==> src/pffa_pkg.sv <==
// shared constants, codes and types of the page frame allocator
`default_nettype none
package pffa_pkg;

  localparam int MAX_FRAMES = 4096;
  localparam int PAGE_SHIFT = 12;
  localparam int ADDR_W     = 48;
  localparam int FRAME_W    = $clog2(MAX_FRAMES);
  localparam int LINK_W     = FRAME_W + 1;
  localparam int CNT_W      = 13;
  localparam int OP_W       = 2;
  localparam int STAT_W     = 3;
  localparam int CFG_IDX_W  = 2;
  localparam int PFN_W      = ADDR_W - PAGE_SHIFT;

  localparam logic [LINK_W-1:0] NULL_LINK  = LINK_W'(MAX_FRAMES);
  localparam logic [CNT_W-1:0]  MAX_CNT    = CNT_W'(MAX_FRAMES);
  localparam logic [ADDR_W-1:0] PAGE_BYTES = ADDR_W'(1) << PAGE_SHIFT;
  localparam logic [ADDR_W-1:0] LAST_OFS   = ADDR_W'(MAX_FRAMES - 1) << PAGE_SHIFT;
  localparam logic [ADDR_W-1:0] END_OFS    = ADDR_W'(MAX_FRAMES) << PAGE_SHIFT;

  localparam logic [OP_W-1:0] OP_INIT     = 2'd0;
  localparam logic [OP_W-1:0] OP_GET      = 2'd1;
  localparam logic [OP_W-1:0] OP_GET_ZERO = 2'd2;
  localparam logic [OP_W-1:0] OP_FREE     = 2'd3;

  localparam logic [STAT_W-1:0] STAT_OK          = 3'd0;
  localparam logic [STAT_W-1:0] STAT_NO_PAGE     = 3'd1;
  localparam logic [STAT_W-1:0] STAT_NO_ZERO     = 3'd2;
  localparam logic [STAT_W-1:0] STAT_DOUBLE_FREE = 3'd3;
  localparam logic [STAT_W-1:0] STAT_BAD_ADDR    = 3'd4;

  localparam logic [CFG_IDX_W-1:0] CFG_MEMORY_BASE  = 2'd0;
  localparam logic [CFG_IDX_W-1:0] CFG_TOTAL_PAGES  = 2'd1;
  localparam logic [CFG_IDX_W-1:0] CFG_KERNEL_START = 2'd2;
  localparam logic [CFG_IDX_W-1:0] CFG_KERNEL_END   = 2'd3;

  typedef struct packed {
    logic              zeroed;
    logic              kernel;
    logic              in_use;
    logic [LINK_W-1:0] link;
  } entry_t;

  typedef struct packed {
    logic               en;
    logic [FRAME_W-1:0] addr;
    entry_t             data;
  } mem_wr_t;

  typedef struct packed {
    logic go;
    logic clear;
  } walk_cmd_t;

  typedef struct packed {
    logic active;
    logic last;
    logic push;
    logic reserve;
  } walk_stat_t;

endpackage
`default_nettype wire

==> src/pffa_init_walk.sv <==
// frame table walker for the clearing pass and list rebuild
`default_nettype none
module pffa_init_walk (
  input  wire logic                          clk,
  input  wire logic                          rst_n,
  input  wire pffa_pkg::walk_cmd_t           cmd,
  input  wire logic [pffa_pkg::ADDR_W-1:0]   base,
  input  wire logic [pffa_pkg::ADDR_W-1:0]   kstart,
  input  wire logic [pffa_pkg::ADDR_W-1:0]   kend,
  input  wire logic [pffa_pkg::CNT_W-1:0]    frames,
  input  wire logic [pffa_pkg::LINK_W-1:0]   head,
  output      pffa_pkg::mem_wr_t             wr,
  output      pffa_pkg::walk_stat_t          stat
);
  import pffa_pkg::*;

  logic               active_r, active_nxt;
  logic               clear_r, clear_nxt;
  logic [FRAME_W-1:0] idx_r, idx_nxt;
  logic [ADDR_W-1:0]  start_r, start_nxt;
  logic [ADDR_W-1:0]  end_r, end_nxt;
  logic               in_range;
  logic               reserved;
  logic               last;

  // descending walk: pushing each free frame leaves the list ascending
  assign in_range = CNT_W'(idx_r) < frames;
  assign reserved = (idx_r == '0) || (start_r < kend && end_r > kstart) || (end_r <= kstart);
  assign last     = active_r && (idx_r == '0);

  always_comb begin
    active_nxt = active_r;
    clear_nxt  = clear_r;
    idx_nxt    = idx_r;
    start_nxt  = start_r;
    end_nxt    = end_r;
    if (cmd.go) begin
      active_nxt = 1'b1;
      clear_nxt  = cmd.clear;
      idx_nxt    = FRAME_W'(MAX_FRAMES - 1);
      start_nxt  = base + LAST_OFS;
      end_nxt    = base + END_OFS;
    end else if (active_r) begin
      idx_nxt   = idx_r - FRAME_W'(1);
      start_nxt = start_r - PAGE_BYTES;
      end_nxt   = end_r - PAGE_BYTES;
      if (last) begin
        active_nxt = 1'b0;
      end
    end
  end

  always_ff @(posedge clk) begin
    if (!rst_n) begin
      active_r <= 1'b1;
      clear_r  <= 1'b1;
      idx_r    <= FRAME_W'(MAX_FRAMES - 1);
    end else begin
      active_r <= active_nxt;
      clear_r  <= clear_nxt;
      idx_r    <= idx_nxt;
    end
    start_r <= start_nxt;
    end_r   <= end_nxt;
  end

  always_comb begin
    wr.en          = active_r;
    wr.addr        = idx_r;
    wr.data.zeroed = 1'b0;
    wr.data.kernel = 1'b0;
    wr.data.in_use = 1'b0;
    wr.data.link   = NULL_LINK;
    if (!clear_r && in_range) begin
      if (reserved) begin
        wr.data.kernel = 1'b1;
        wr.data.in_use = 1'b1;
      end else begin
        wr.data.zeroed = 1'b1;
        wr.data.link   = head;
      end
    end
  end

  assign stat.active  = active_r;
  assign stat.last    = last;
  assign stat.push    = active_r && !clear_r && in_range && !reserved;
  assign stat.reserve = active_r && !clear_r && in_range && reserved;

endmodule
`default_nettype wire

==> config.mk <==
export PLATFORM = sky130hd
export DESIGN_NAME = pffa_init_walk
export DESIGN_NICKNAME = d
export VERILOG_FILES = /design/src/pffa_pkg.sv /design/src/pffa_init_walk.sv
export SDC_FILE = /design/constraint.sdc
export NUM_CORES = 1
export LEC_CHECK = 0
export BUFFER_PORTS_ARGS = -buffer_cell sky130_fd_sc_hd__buf_2
export CAP_MARGIN = 15
export CORE_MARGIN = 5
export CORE_UTILIZATION = 45
export DETAILED_ROUTE_END_ITERATION = 12
export PLACE_DENSITY = 0.71
export SLEW_MARGIN = 20
export SYNTH_ARGS = -nofsm -noshare
export SYNTH_HDL_FRONTEND = slang
export SYNTH_SLANG_ARGS = --single-unit
==> constraint.sdc <==
create_clock -name clk -period 3.3 [get_ports clk]
set_input_delay 0.66 -clock clk [delete_from_list [all_inputs] [get_ports clk]]
set_output_delay 0.66 -clock clk [all_outputs]
set_load 0.005 [all_outputs]
==> flow_summary.rst, run 1 <==
.. list-table::
   :header-rows: 1

   * - Metric
     - Value
   * - Hold Crit Depth
     - 2
   * - Number of top-level design ports
     - 207
   * - Maximum Capacitance Violations
     - 0
   * - Number of cells on the worst reg-to-reg path
     - 9
   * - Weighted congestion reported at the end of routability-driven placement
     - 0.9157
   * - Multiplexer fraction of the synthesized cell area
     - 1.427%
   * - Crit-path max FO
     - 4
   * - Setup repair after global routing missed its margin
     - true
   * - Adder-cell area share of the yosys netlist
     - approximately 15%
   * - Minimum clock period
     - 3.580 ns
   * - Bufs on Longest Clock Path
     - 2
   * - Area of the die
     - roughly 23000 um^2
   * - FILL cells
     - 1803
   * - Achievable clock frequency
     - roughly 280 MHz
   * - Sequential cell area in the final layout
     - 2803 um^2
   * - Average footprint of a synthesized cell
     - 8.734 um^2
   * - Share of the synthesized netlist area taken by xor and xnor gates
     - a little under an eighth
   * - Critical path startpoint category
     - flop
   * - Slack of the worst reg-to-reg path
     - 0.34 ns
   * - Area fraction of the dominant cell type after synthesis
     - 27.66%
   * - Core region area
     - 20100 um^2
   * - Final hold viol count
     - 0
   * - Synth area leaders
     - sky130_fd_sc_hd__edfxtp_1 28%, sky130_fd_sc_hd__ha_1 15%, sky130_fd_sc_hd__xnor2_1 6.3%, sky130_fd_sc_hd__xor2_1 5.6%, sky130_fd_sc_hd__inv_1 5.0%
   * - Max-slew violation count
     - 0
   * - DRT antenna net count
     - 0
   * - TNS Setup
     - -3.403 ns
   * - Worst-case vdd ir drop
     - about 0.25 mV
   * - Average wire length per cell after detail routing
     - around 15 um
   * - Buffers added on ports
     - 206
   * - Count leader, synth
     - sky130_fd_sc_hd__inv_1
   * - Post-synth top area cell
     - sky130_fd_sc_hd__edfxtp_1
   * - Clock latency at the later pin of the worst-skew pair
     - 0.34 ns
   * - Overall global routing resource usage
     - 19.70%
   * - Rel. slew slack
     - 41.37%
   * - Worst setup EP type
     - output pin
   * - TritonCTS Buffers
     - 9
   * - Power Dens Cells
     - 327.8 nW/um^2
   * - Via count
     - 8166
   * - Ys Warns
     - 0
   * - Main combinational cell family by area after synthesis
     - simple AND/OR/NAND/NOR gates
   * - Ratio of cells with drive above 1 in the final layout
     - 28.43%
   * - Detailed placement HPWL
     - 18960 um
   * - Category of the most critical setup path
     - reg -> out
   * - Initial cell density of the core
     - 45.36%
   * - Compound-Gate Fraction of Synth Area
     - about a tenth
   * - Maximum number of pins on one net before global-route repair
     - 109
   * - Final routed wirelength across all metal layers
     - 23810 um
   * - Number of antenna violations at the first check in global routing
     - 6
   * - Most used DFF post-synth
     - sky130_fd_sc_hd__edfxtp_1
   * - First-pass GRT wire length
     - between 30000 and 40000 um
   * - Count of flip-flops with a built-in enable after synthesis
     - 84
   * - Min-delay src
     - rst_n
   * - Synthesized cell area
     - 9119 um^2
   * - Failing checks
     - setup timing
   * - Clock group share of total power
     - 27.8%
   * - Die width
     - 152.4 um
   * - Launching point of the worst reg2reg path
     - end_r[12]
   * - End point of the worst hold path
     - clear_r
   * - Iter 0 DRT Violations
     - 400
   * - Area delta synth->final
     - 26.66%
   * - Synth Instances
     - ~1000
   * - Site row count
     - 52
   * - Share of synthesized area occupied by flip-flops and latches
     - 30.74%
   * - Worst flop-to-flop path endpoint
     - end_r[46]
   * - Most numerous cell types in the synthesized netlist
     - 121 x sky130_fd_sc_hd__inv_1, 114 x sky130_fd_sc_hd__nand2_1, 111 x sky130_fd_sc_hd__ha_1
   * - H-tree levels
     - 3
   * - Number of nets in the layout
     - 1606
   * - Share of power burned in registers
     - 42.1%
   * - Clock skew after layout
     - between 0.01 and 0.015 ns
   * - Worst slack on hold paths
     - roughly 0.48 ns
   * - Count of TritonRoute iterations in the first routing pass
     - 5
   * - Remaining DRCs
     - 0
   * - PnR worst setup slack
     - -0.2800 ns
   * - Design internal power
     - 2.615 mW
   * - Height of the die
     - around 150 um
   * - Synthesized netlist net count
     - 1329
   * - Number of clock sinks
     - 98
   * - Synthesized flop and latch total
     - 98
   * - Final cycle utilization of the critical path
     - 108.5%
   * - Root buffer cell
     - sky130_fd_sc_hd__clkbuf_16
   * - Reported net switching power
     - 1.171 mW
   * - Required time at the endpoint of the critical path
     - 2.64 ns
   * - Clock Pin Slew Worst Setup and Hold Paths
     - 0.08 ns
   * - Least-Margin Pin Slew
     - 0.8776 ns
   * - Grt ovf
     - 0
   * - Post-Place Worst Slack
     - -0.5441 ns
   * - Data arrival, critical path
     - 2.92 ns
   * - Via density
     - 5.104
   * - Area occupied by multi-input gates
     - 5859 um^2
   * - Leakage power figure
     - 5.321 nW
   * - Number of distinct library cells after synthesis
     - 67
   * - Sw Share
     - approximately 31%
   * - TritonCTS clock tree
     - yes
   * - Via count of the first global-routing pass
     - 7963
   * - Synthesized-area fraction occupied by and/or/nand/nor cells
     - 23.60%
   * - Run status
     - finished, violations left
   * - Type of the tightest min-delay check
     - in -> reg
   * - Final number of setup-violating endpoints
     - 18
   * - Relative contribution of combinational cells to total power
     - 30.1%
   * - Fraction of registers with async set/reset
     - 0%
## state kept, by name (all words and copies together), names as in the netlist
name	count
start_r	37
active_r	1
idx_r	12
end_r	47
clear_r	1
## power groups by stage
stage | Clock (mW) | Combinational [mW] | Sequential (mW)
final | 1.05 | 1.14 | 1.59
after global routing | 1.12 | 1.28 | 1.61
after CTS | 1.07 | 1.12 | 1.59
after detailed placement | 0 | 1.02 | 1.63
after global placement | 0 | 0.984 | 1.63
after floorplan | 0 | 0.623 | 1.62
## worst max-delay path by stage
stage,slack [ns],start,cells past startpoint,to
detailed placement,-0.54,kstart[46],12,wr[12]
global placement,-0.50,kstart[46],12,wr[12]
CTS,-0.28,end_r[42],10,wr[12]
finish,-0.28,end_r[46],10,wr[12]
global route,-0.36,kend[5],12,wr[12]
floorplan,0.05,frames[5],9,wr[12]
## cell families (layout without fill, tap and decap cells)
group | count (synthesis) | after routing
simple gates | 386 | 386
compound gates | 159 | 159
buf+inv | 153 | 435
xor+xnor | 124 | 124
fa+ha+maj | 111 | 111
flops | 98 | 98
mux | 13 | 13
other cells | 0 | 4
## worst max-delay path: stages, from the launching register on
cell                        delay [ns]
sky130_fd_sc_hd__edfxtp_1         0.47
sky130_fd_sc_hd__ha_4             0.31
sky130_fd_sc_hd__nand4_1          0.18
sky130_fd_sc_hd__nor4_4           0.33
sky130_fd_sc_hd__buf_4            0.19
sky130_fd_sc_hd__buf_6            0.10
sky130_fd_sc_hd__nand3_2          0.09
sky130_fd_sc_hd__a2bb2oi_4        0.15
sky130_fd_sc_hd__and2_4           0.20
sky130_fd_sc_hd__or4_1            0.40
sky130_fd_sc_hd__buf_2            0.14
## metal layers
| metal | track usage (%) | vias up | share of wire (%) |
|---|---|---|---|
| li1 | - | 4244 | - |
| met4 | 6.635 | 4 | 2.8 |
| met5 | 0 | - | 0.10 |
| met1 | 26.60 | 3684 | 47 |
| met3 | 2.982 | 49 | 3.8 |
| met2 | 32.41 | 185 | 47 |
## area by class of cell
type,count,share of cell area (%)
Multi-Input combinational cell,793,50.73
Sequential cell,98,24.27
Timing Repair Buffer,297,15.46
Inverter,122,3.965
Tap cell,270,2.925
Clock buffer,11,2.188
Clock inverter,5,0.3792
Antenna cell,4,0.08666
## cell usage in the layout (no fill, tap or decap), types with 4 or more instances in the layout
master,synthesis,final
sky130_fd_sc_hd__dfxtp_1,14,14
sky130_fd_sc_hd__buf_12,0,4
sky130_fd_sc_hd__and4_1,4,4
sky130_fd_sc_hd__xor2_1,58,58
sky130_fd_sc_hd__o21ai_1,16,15
sky130_fd_sc_hd__xnor2_1,66,66
sky130_fd_sc_hd__nor3_2,14,17
sky130_fd_sc_hd__buf_4,4,83
sky130_fd_sc_hd__a21oi_1,64,60
sky130_fd_sc_hd__nor2b_1,4,4
sky130_fd_sc_hd__buf_6,1,5
sky130_fd_sc_hd__diode_2,0,4
sky130_fd_sc_hd__nor4_2,3,4
sky130_fd_sc_hd__nor3_1,32,27
sky130_fd_sc_hd__nor4_1,14,12
sky130_fd_sc_hd__a21oi_2,0,4
sky130_fd_sc_hd__edfxtp_1,84,84
sky130_fd_sc_hd__or3_1,11,11
sky130_fd_sc_hd__o21ai_0,33,32
sky130_fd_sc_hd__buf_2,0,205
sky130_fd_sc_hd__mux2i_1,13,13
sky130_fd_sc_hd__nand2_1,114,112
sky130_fd_sc_hd__inv_1,121,121
sky130_fd_sc_hd__nand3_1,29,27
sky130_fd_sc_hd__a211oi_1,6,5
sky130_fd_sc_hd__nand2b_1,6,6
sky130_fd_sc_hd__nand4_1,30,30
sky130_fd_sc_hd__ha_1,111,110
sky130_fd_sc_hd__a21o_1,12,12
sky130_fd_sc_hd__clkbuf_16,0,9
sky130_fd_sc_hd__o21a_1,5,5
sky130_fd_sc_hd__or4_1,9,9
sky130_fd_sc_hd__and2_1,13,12
sky130_fd_sc_hd__nor2_1,64,64
sky130_fd_sc_hd__or4_4,5,5
sky130_fd_sc_hd__and3_1,9,9
## repair_timing
item / CTS / global route
resized for setup: 24 / 13
setup buffers: 23 / 3
hold buffers: 0 / 0
pin swaps: 10 / 16
endpoints found under the setup margin: 18 / 18
## through the flow
stage / instance area [um^2] / utilization (%) / total power [mW] / cells
CTS: 11440 / 56.91 / 3.780 / 1593
detailed placement: 10860 / 54.03 / 2.657 / 1554
finish: 11550 / 57.45 / 3.786 / 1600
floorplan: 9120 / - / 2.240 / 1044
global route: 11550 / 57.45 / 4.011 / 1600
global placement: 10860 / 54.03 / 2.615 / 1554
(Power assumes the default switching activity.)
==> run 2, diff against run 1 <==
PLACE_DENSITY = 0.68   (was 0.71)
clock period = 3.9 ns   (was 3.3 ns; I/O delays follow)
==> run 2 against run 1 <==
Net effect: the run now ends clean; combinational power fell by 31%; wire length fell by 5.3%; final cell count fell by 4.1%; power fell by 20%; non-clock buffer count fell by 67; utilization fell by 3.3 points; final area fell by 5.8%; global-route usage fell by 0.79 points; first-iteration DRC count rose by 26%; register-to-register slack improved by 0.61 ns.
==> flow_summary.rst, run 2 (synthesis results as in run 1) <==
.. list-table::
   :header-rows: 1

   * - Metric
     - Value
   * - Number of antenna violations at the first check in global routing
     - 5
   * - Height of the die
     - 152.4 um
   * - Leakage power figure
     - between 4 and 5 nW
   * - TritonCTS Buffers
     - 9
   * - Worst-case vdd ir drop
     - 0.1674 mV
   * - List of cells traversed by the critical path
     - buf_2 -> inv_1 -> ha_1 -> nand4_1 -> nor4_2 -> buf_4 -> nand2_1 -> a21oi_2 -> o21ai_1 -> and2_4 -> or4_1 -> buf_2
   * - Clock latency at the later pin of the worst-skew pair
     - 0.34 ns
   * - TNS Setup
     - 0 ns
   * - End-of-flow core utilization
     - 54.11%
   * - Worst setup EP type
     - output pin
   * - Bufs on Longest Clock Path
     - 2
   * - Average wire length per cell after detail routing
     - about 15 um
   * - Power Dens Cells
     - 279.4 nW/um^2
   * - Launching point of the worst reg2reg path
     - end_r[12]
   * - Final hold viol count
     - 0
   * - Rel. slew slack
     - 42.04%
   * - Slowest cell delay on critical path
     - 0.39 ns
   * - Critical path's slowest cell
     - sky130_fd_sc_hd__or4_1
   * - Root buffer cell
     - sky130_fd_sc_hd__clkbuf_16
   * - Category of the most critical setup path
     - in -> out
   * - Via density
     - 5.038
   * - Run status
     - finished clean
   * - Worst flop-to-flop path endpoint
     - end_r[46]
   * - Total power of the final layout
     - 3.039 mW
   * - Number of nets in the layout
     - 1539
   * - TritonCTS clock tree
     - yes
   * - Core region area
     - 20100 um^2
   * - Area occupied by multi-input gates
     - 5733 um^2
   * - Setup repair after global routing missed its margin
     - false
   * - Final cycle utilization of the critical path
     - 96.59%
   * - Required time at the endpoint of the critical path
     - 3.12 ns
   * - Type of the tightest min-delay check
     - reg -> reg
   * - DRT antenna net count
     - 0
   * - Most common cell after layout, fill and taps aside
     - sky130_fd_sc_hd__buf_2
   * - FILL cells
     - between 1500 and 2000
   * - Area delta synth->final
     - 19.29%
   * - Commonest cells after routing, fill and taps aside
     - 205 x sky130_fd_sc_hd__buf_2, 121 x sky130_fd_sc_hd__inv_1, 114 x sky130_fd_sc_hd__nand2_1
   * - H-tree levels
     - 3
   * - Largest register FFs
     - 47
   * - Clock Pin Slew Worst Setup and Hold Paths
     - 0.07 ns
   * - Critical path startpoint category
     - input pin
   * - Max-slew violation count
     - 0
   * - Die width
     - 152.4 um
   * - Via count of the first global-routing pass
     - 7566
   * - Iter 0 DRT Violations
     - 503
   * - Clock skew after layout
     - 0.009947 ns
   * - Maximum Capacitance Violations
     - 0
   * - Least-Margin Pin Slew
     - 0.8676 ns
   * - Maximum number of pins on one net before global-route repair
     - 88
   * - Sequential cell area in the final layout
     - 2803 um^2
   * - Area of the die
     - roughly 23000 um^2
   * - Slack of the worst reg-to-reg path
     - 0.95 ns
   * - Hold Crit Depth
     - 2
   * - Data arrival, critical path
     - 2.99 ns
   * - Largest registers
     - end_r x47, start_r x37, idx_r x12
   * - Count of TritonRoute iterations in the first routing pass
     - 5
   * - Ratio of cells with drive above 1 in the final layout
     - 23.27%
   * - Detailed placement HPWL
     - roughly 18000 um
   * - Final routed wirelength across all metal layers
     - 22540 um
   * - Number of top-level design ports
     - ~210
   * - Overall global routing resource usage
     - 18.91%
   * - Min-delay src
     - clear_r
   * - Number of buffers inserted for hold repair after clock tree synthesis
     - 0
   * - Number of cells on the worst reg-to-reg path
     - 9
   * - Achievable clock frequency
     - ~270 MHz
   * - Buffers added on ports
     - 206
   * - Number of clock sinks
     - 98
   * - First-pass GRT wire length
     - 36810 um
   * - Most repeated library cell on the critical path
     - sky130_fd_sc_hd__buf_2
   * - End point of the worst hold path
     - clear_r
   * - Largest register by flop count
     - end_r
   * - Initial cell density of the core
     - 45.36%
   * - Remaining DRCs
     - 0
   * - Weighted congestion reported at the end of routability-driven placement
     - 0.8641
   * - Grt ovf
     - 0
   * - Worst slack on hold paths
     - 0.5344 ns
   * - Via count
     - 7728
   * - Minimum clock period
     - 3.767 ns
   * - Crit-path max FO
     - 9
   * - Final number of setup-violating endpoints
     - 0
   * - Site row count
     - 52
[run 2: changes by cell type in the layout (fill, tap and decap cells not counted), moves of 3 or more]
cell / delta
sky130_fd_sc_hd__buf_4: -61
sky130_fd_sc_hd__a21oi_1: +3
sky130_fd_sc_hd__a21oi_2: -3
sky130_fd_sc_hd__buf_6: -5
sky130_fd_sc_hd__nor3_1: +4
[run 2: layer usage]
metal | vias up | global-route usage (%) | part of all wire [%]
met5 | - | 0 | 0
met4 | 0 | 4.752 | 1.4
met3 | 17 | 3.351 | 5.0
met2 | 187 | 30.23 | 45
met1 | 3424 | 26.63 | 48
li1 | 4100 | - | -
[run 2: how the worst max path moves through the flow]
stage | startpoint | end | slack (ns) | cells after the start
after floorplan | kend[35] | wr[10] | 0.27 | 10
after global placement | kstart[43] | wr[12] | -0.23 | 12
after detailed placement | kstart[43] | wr[12] | -0.16 | 12
after global routing | kstart[46] | wr[12] | 0.004 | 12
final | kstart[46] | wr[12] | 0.13 | 12
after CTS | kstart[43] | wr[12] | 0.02 | 12
[run 2: layout make-up]
class	count	area share [%]
clock inverters	4	0.2300
flip-flops and latches	98	25.76
diodes	5	0.1150
inverters	122	4.210
multi-input cells	793	52.70
well taps	270	3.106
clock buffers	12	2.369
repair buffers	230	11.50
[run 2: critical path: cells and delay by family]
family                   cells  cell delay, ns
AND/OR/NAND/NOR              5            1.21
buffers and inverters        4            0.43
adder cells (fa/ha/maj)      1            0.30
AO/OA/AOI/OAI                2            0.26
[run 2: metrics by stage]
step,std cells,area (um^2),setup slack [ns]
global route,1534,10880,0.004286
detailed placement,1506,10500,-0.1576
CTS,1523,10810,0.01520
global placement,1506,10500,-0.2261
finish,1534,10880,0.1331
floorplan,1044,9119,0.2729
[run 2: power by group]
part | total [mW] | internal [mW] | switching [mW]
Combinational | 0.787 | 0.382 | 0.405
Sequential | 1.38 | 1.25 | 0.130
Clock | 0.869 | 0.473 | 0.396
Total | 3.04 | 2.11 | 0.930
[run 2: repair_timing]
item	in CTS	in global routing
pin swaps	1	2
setup buffers	1	6
endpoints found under the setup margin	10	11
resized for setup	4	4
==> run 3, diff against run 2 <==
CORE_UTILIZATION = 38   (was 45)
PLACE_DENSITY = not set   (was 0.68)
clock period = 4 ns   (was 3.9 ns; I/O delays follow)
==> run 3 against run 2 <==
Net effect: die area is 17% higher; combinational power is 2% lower; via count is 0.89% higher; utilization is 7.4 points lower; power is 0.24% higher; largest power group unchanged; final area is 1.0% higher; flip-flop and latch count stayed put; sequential share of layout area is 0.26 points lower; global-route usage is 1.7 points lower; non-clock buffer count is 2 lower; clock-buffer cell count is 3 lower.
==> flow_summary.rst, run 3 (synthesis results as in run 1) <==
.. list-table::
   :header-rows: 1

   * - Metric
     - Value
   * - Run status
     - finished clean
   * - Most common cell after layout, fill and taps aside
     - sky130_fd_sc_hd__buf_2
   * - Weighted congestion reported at the end of routability-driven placement
     - 0.8741
   * - Via count of the first global-routing pass
     - 7402
   * - Largest register FFs
     - 47
   * - TritonCTS clock tree
     - yes
   * - Initial cell density of the core
     - 38.73%
   * - Minimum clock period
     - roughly 3.9 ns
   * - First element of the critical path
     - kstart[46]
   * - Type of the tightest min-delay check
     - reg -> reg
   * - Detailed placement HPWL
     - 18700 um
   * - Highest metal used
     - met5
   * - H-tree levels
     - 3
   * - Area delta synth->final
     - 20.49%
   * - Category of the most critical setup path
     - in -> out
   * - Die width
     - 164.9 um
   * - Number of nets in the layout
     - between 1500 and 2000
   * - Leakage power figure
     - a little under 5 nW
   * - Data arrival, critical path
     - just over 3 ns
   * - DRT antenna net count
     - 0
   * - Maximum Capacitance Violations
     - 0
   * - Rel. slew slack
     - around two fifths
   * - Final number of setup-violating endpoints
     - 0
   * - Crit-path max FO
     - 15
   * - Commonest cells after routing, fill and taps aside
     - 205 x sky130_fd_sc_hd__buf_2, 121 x sky130_fd_sc_hd__inv_1, 113 x sky130_fd_sc_hd__nand2_1
   * - Largest register by flop count
     - end_r
   * - Count of TritonRoute iterations in the first routing pass
     - 5
   * - Final routed wirelength across all metal layers
     - 23450 um
   * - Met3 wirelength from detailed routing
     - 1280 um
   * - Root buffer cell
     - sky130_fd_sc_hd__clkbuf_16
   * - Overall global routing resource usage
     - 17.17%
   * - Clock Pin Slew Worst Setup and Hold Paths
     - 0.07 ns
   * - Slack of the worst reg-to-reg path
     - 1.08 ns
   * - Site row count
     - 56
   * - Core region area
     - 23540 um^2
   * - Number of buffers inserted for hold repair after clock tree synthesis
     - 0
   * - Routed metal-1 wirelength
     - about 11000 um
   * - Largest registers
     - end_r x47, start_r x37, idx_r x12
   * - Buffers added on ports
     - 206
   * - TNS Setup
     - 0 ns
   * - FILL cells
     - 2404
   * - Maximum number of pins on one net before global-route repair
     - 79
   * - Worst setup EP type
     - output pin
   * - First-pass GRT wire length
     - 37440 um
   * - Least-Margin Pin Slew
     - 0.8704 ns
   * - Number of antenna violations at the first check in global routing
     - 3
   * - Height of the die
     - 164.9 um
   * - Max-slew violation count
     - 0
   * - Power Dens Cells
     - 277.3 nW/um^2
   * - Grt ovf
     - 0
   * - Min-delay src
     - clear_r
   * - Ratio of cells with drive above 1 in the final layout
     - a little under a quarter
   * - Critical path startpoint category
     - input pin
   * - Area of the die
     - 27200 um^2
   * - Number of clock sinks
     - 98
   * - Post-Place Worst Slack
     - -0.1724 ns
   * - Via count
     - ~7800
   * - Final hold viol count
     - 0
   * - Clock latency at the later pin of the worst-skew pair
     - roughly 0.35 ns
   * - Final cycle utilization of the critical path
     - 97.31%
   * - Required time at the endpoint of the critical path
     - roughly 3.2 ns
   * - TritonCTS Buffers
     - 9
   * - Clock skew after layout
     - 0.008077 ns
   * - Achievable clock frequency
     - 256.9 MHz
   * - PnR worst setup slack
     - about 0.11 ns
   * - Bufs on Longest Clock Path
     - 2
   * - Iter 0 DRT Violations
     - 394
   * - Via density
     - 4.944
   * - Setup repair after global routing missed its margin
     - true
   * - Launching point of the worst reg2reg path
     - end_r[12]
   * - Average wire length per cell after detail routing
     - 14.87 um
   * - Worst-case vdd ir drop
     - 0.2436 mV
   * - Remaining DRCs
     - 0
   * - Number of top-level design ports
     - 207
   * - Total length of routed met2 wires
     - ~11000 um
[run 3: cell count changes in the layout (fill, tap and decap cells not counted), moves of 2 or more]
cell                       delta
sky130_fd_sc_hd__diode_2      -4
sky130_fd_sc_hd__clkinv_4     +3
sky130_fd_sc_hd__clkbuf_1     -2
sky130_fd_sc_hd__clkinv_2     -2
[run 3: final timing paths]
kind / to / depth (start not counted)
worst max-delay path: wr[12] / 13
worst min-delay path: clear_r / 2
worst max register to register: end_r[46] / 9
worst min register to register: clear_r / 2
[run 3: metrics by stage]
| stage | instance area [um^2] | utilization [%] | hold slack (ns) | std cells | power, mW |
|---|---|---|---|---|---|
| after floorplan | 9119 | - | 0.4416 | 1044 | 1.847 |
| after global placement | 10530 | 44.73 | 0.4554 | 1553 | 2.102 |
| after detailed placement | 10530 | 44.73 | 0.4674 | 1553 | 2.120 |
| after CTS | 10860 | 46.13 | 0.4858 | 1569 | 3.060 |
| after global routing | 10990 | 46.67 | 0.5479 | 1577 | 3.256 |
| final | 10990 | 46.67 | 0.5012 | 1577 | 3.046 |
[run 3: timing repair]
| action | CTS | global route |
|---|---|---|
| setup buffers | 0 | 7 |
| endpoints found under the setup margin | 15 | 15 |
| pin swaps | 1 | 6 |
| gates resized for setup | 4 | 12 |
[run 3: metal layers]
metal  vias up  track usage (%)
met5         -                0
met4         4            4.045
met3        28            3.194
met2       183            27.64
met1      3483            23.94
li1       4099                -
[run 3: report_power, final]
group | internal [mW] | leakage (nW) | total [mW] | switching, mW
logic | 0.374 | 3.81 | 0.773 | 0.399
clock network | 0.498 | 0.153 | 0.921 | 0.423
registers | 1.22 | 0.995 | 1.35 | 0.130
[run 3: worst max-delay path, cell delays in order]
cell and delay (ns):
sky130_fd_sc_hd__buf_2 0.07, sky130_fd_sc_hd__inv_1 0.05, sky130_fd_sc_hd__ha_4 0.27, sky130_fd_sc_hd__nand4_1 0.16, sky130_fd_sc_hd__nor4_2 0.28, sky130_fd_sc_hd__buf_4 0.18
sky130_fd_sc_hd__nand2_2 0.09, sky130_fd_sc_hd__nor3_4 0.22, sky130_fd_sc_hd__o21ai_2 0.09, sky130_fd_sc_hd__and2_4 0.18, sky130_fd_sc_hd__buf_12 0.14, sky130_fd_sc_hd__or4_1 0.40
sky130_fd_sc_hd__buf_2 0.14
[run 3: layout make-up]
class                      count  area (um^2)  share of cell area, %
multi-input combinational    793         5791                  52.70
sequential                    98         2803                  25.51
timing repair buffer         228         1224                  11.14
inverter                     122        457.9                  4.168
tap                          319        399.1                  3.633
clock buffer                   9        225.2                  2.050
clock inverter                 7        85.08                 0.7744
antenna                        1        2.502                0.02278
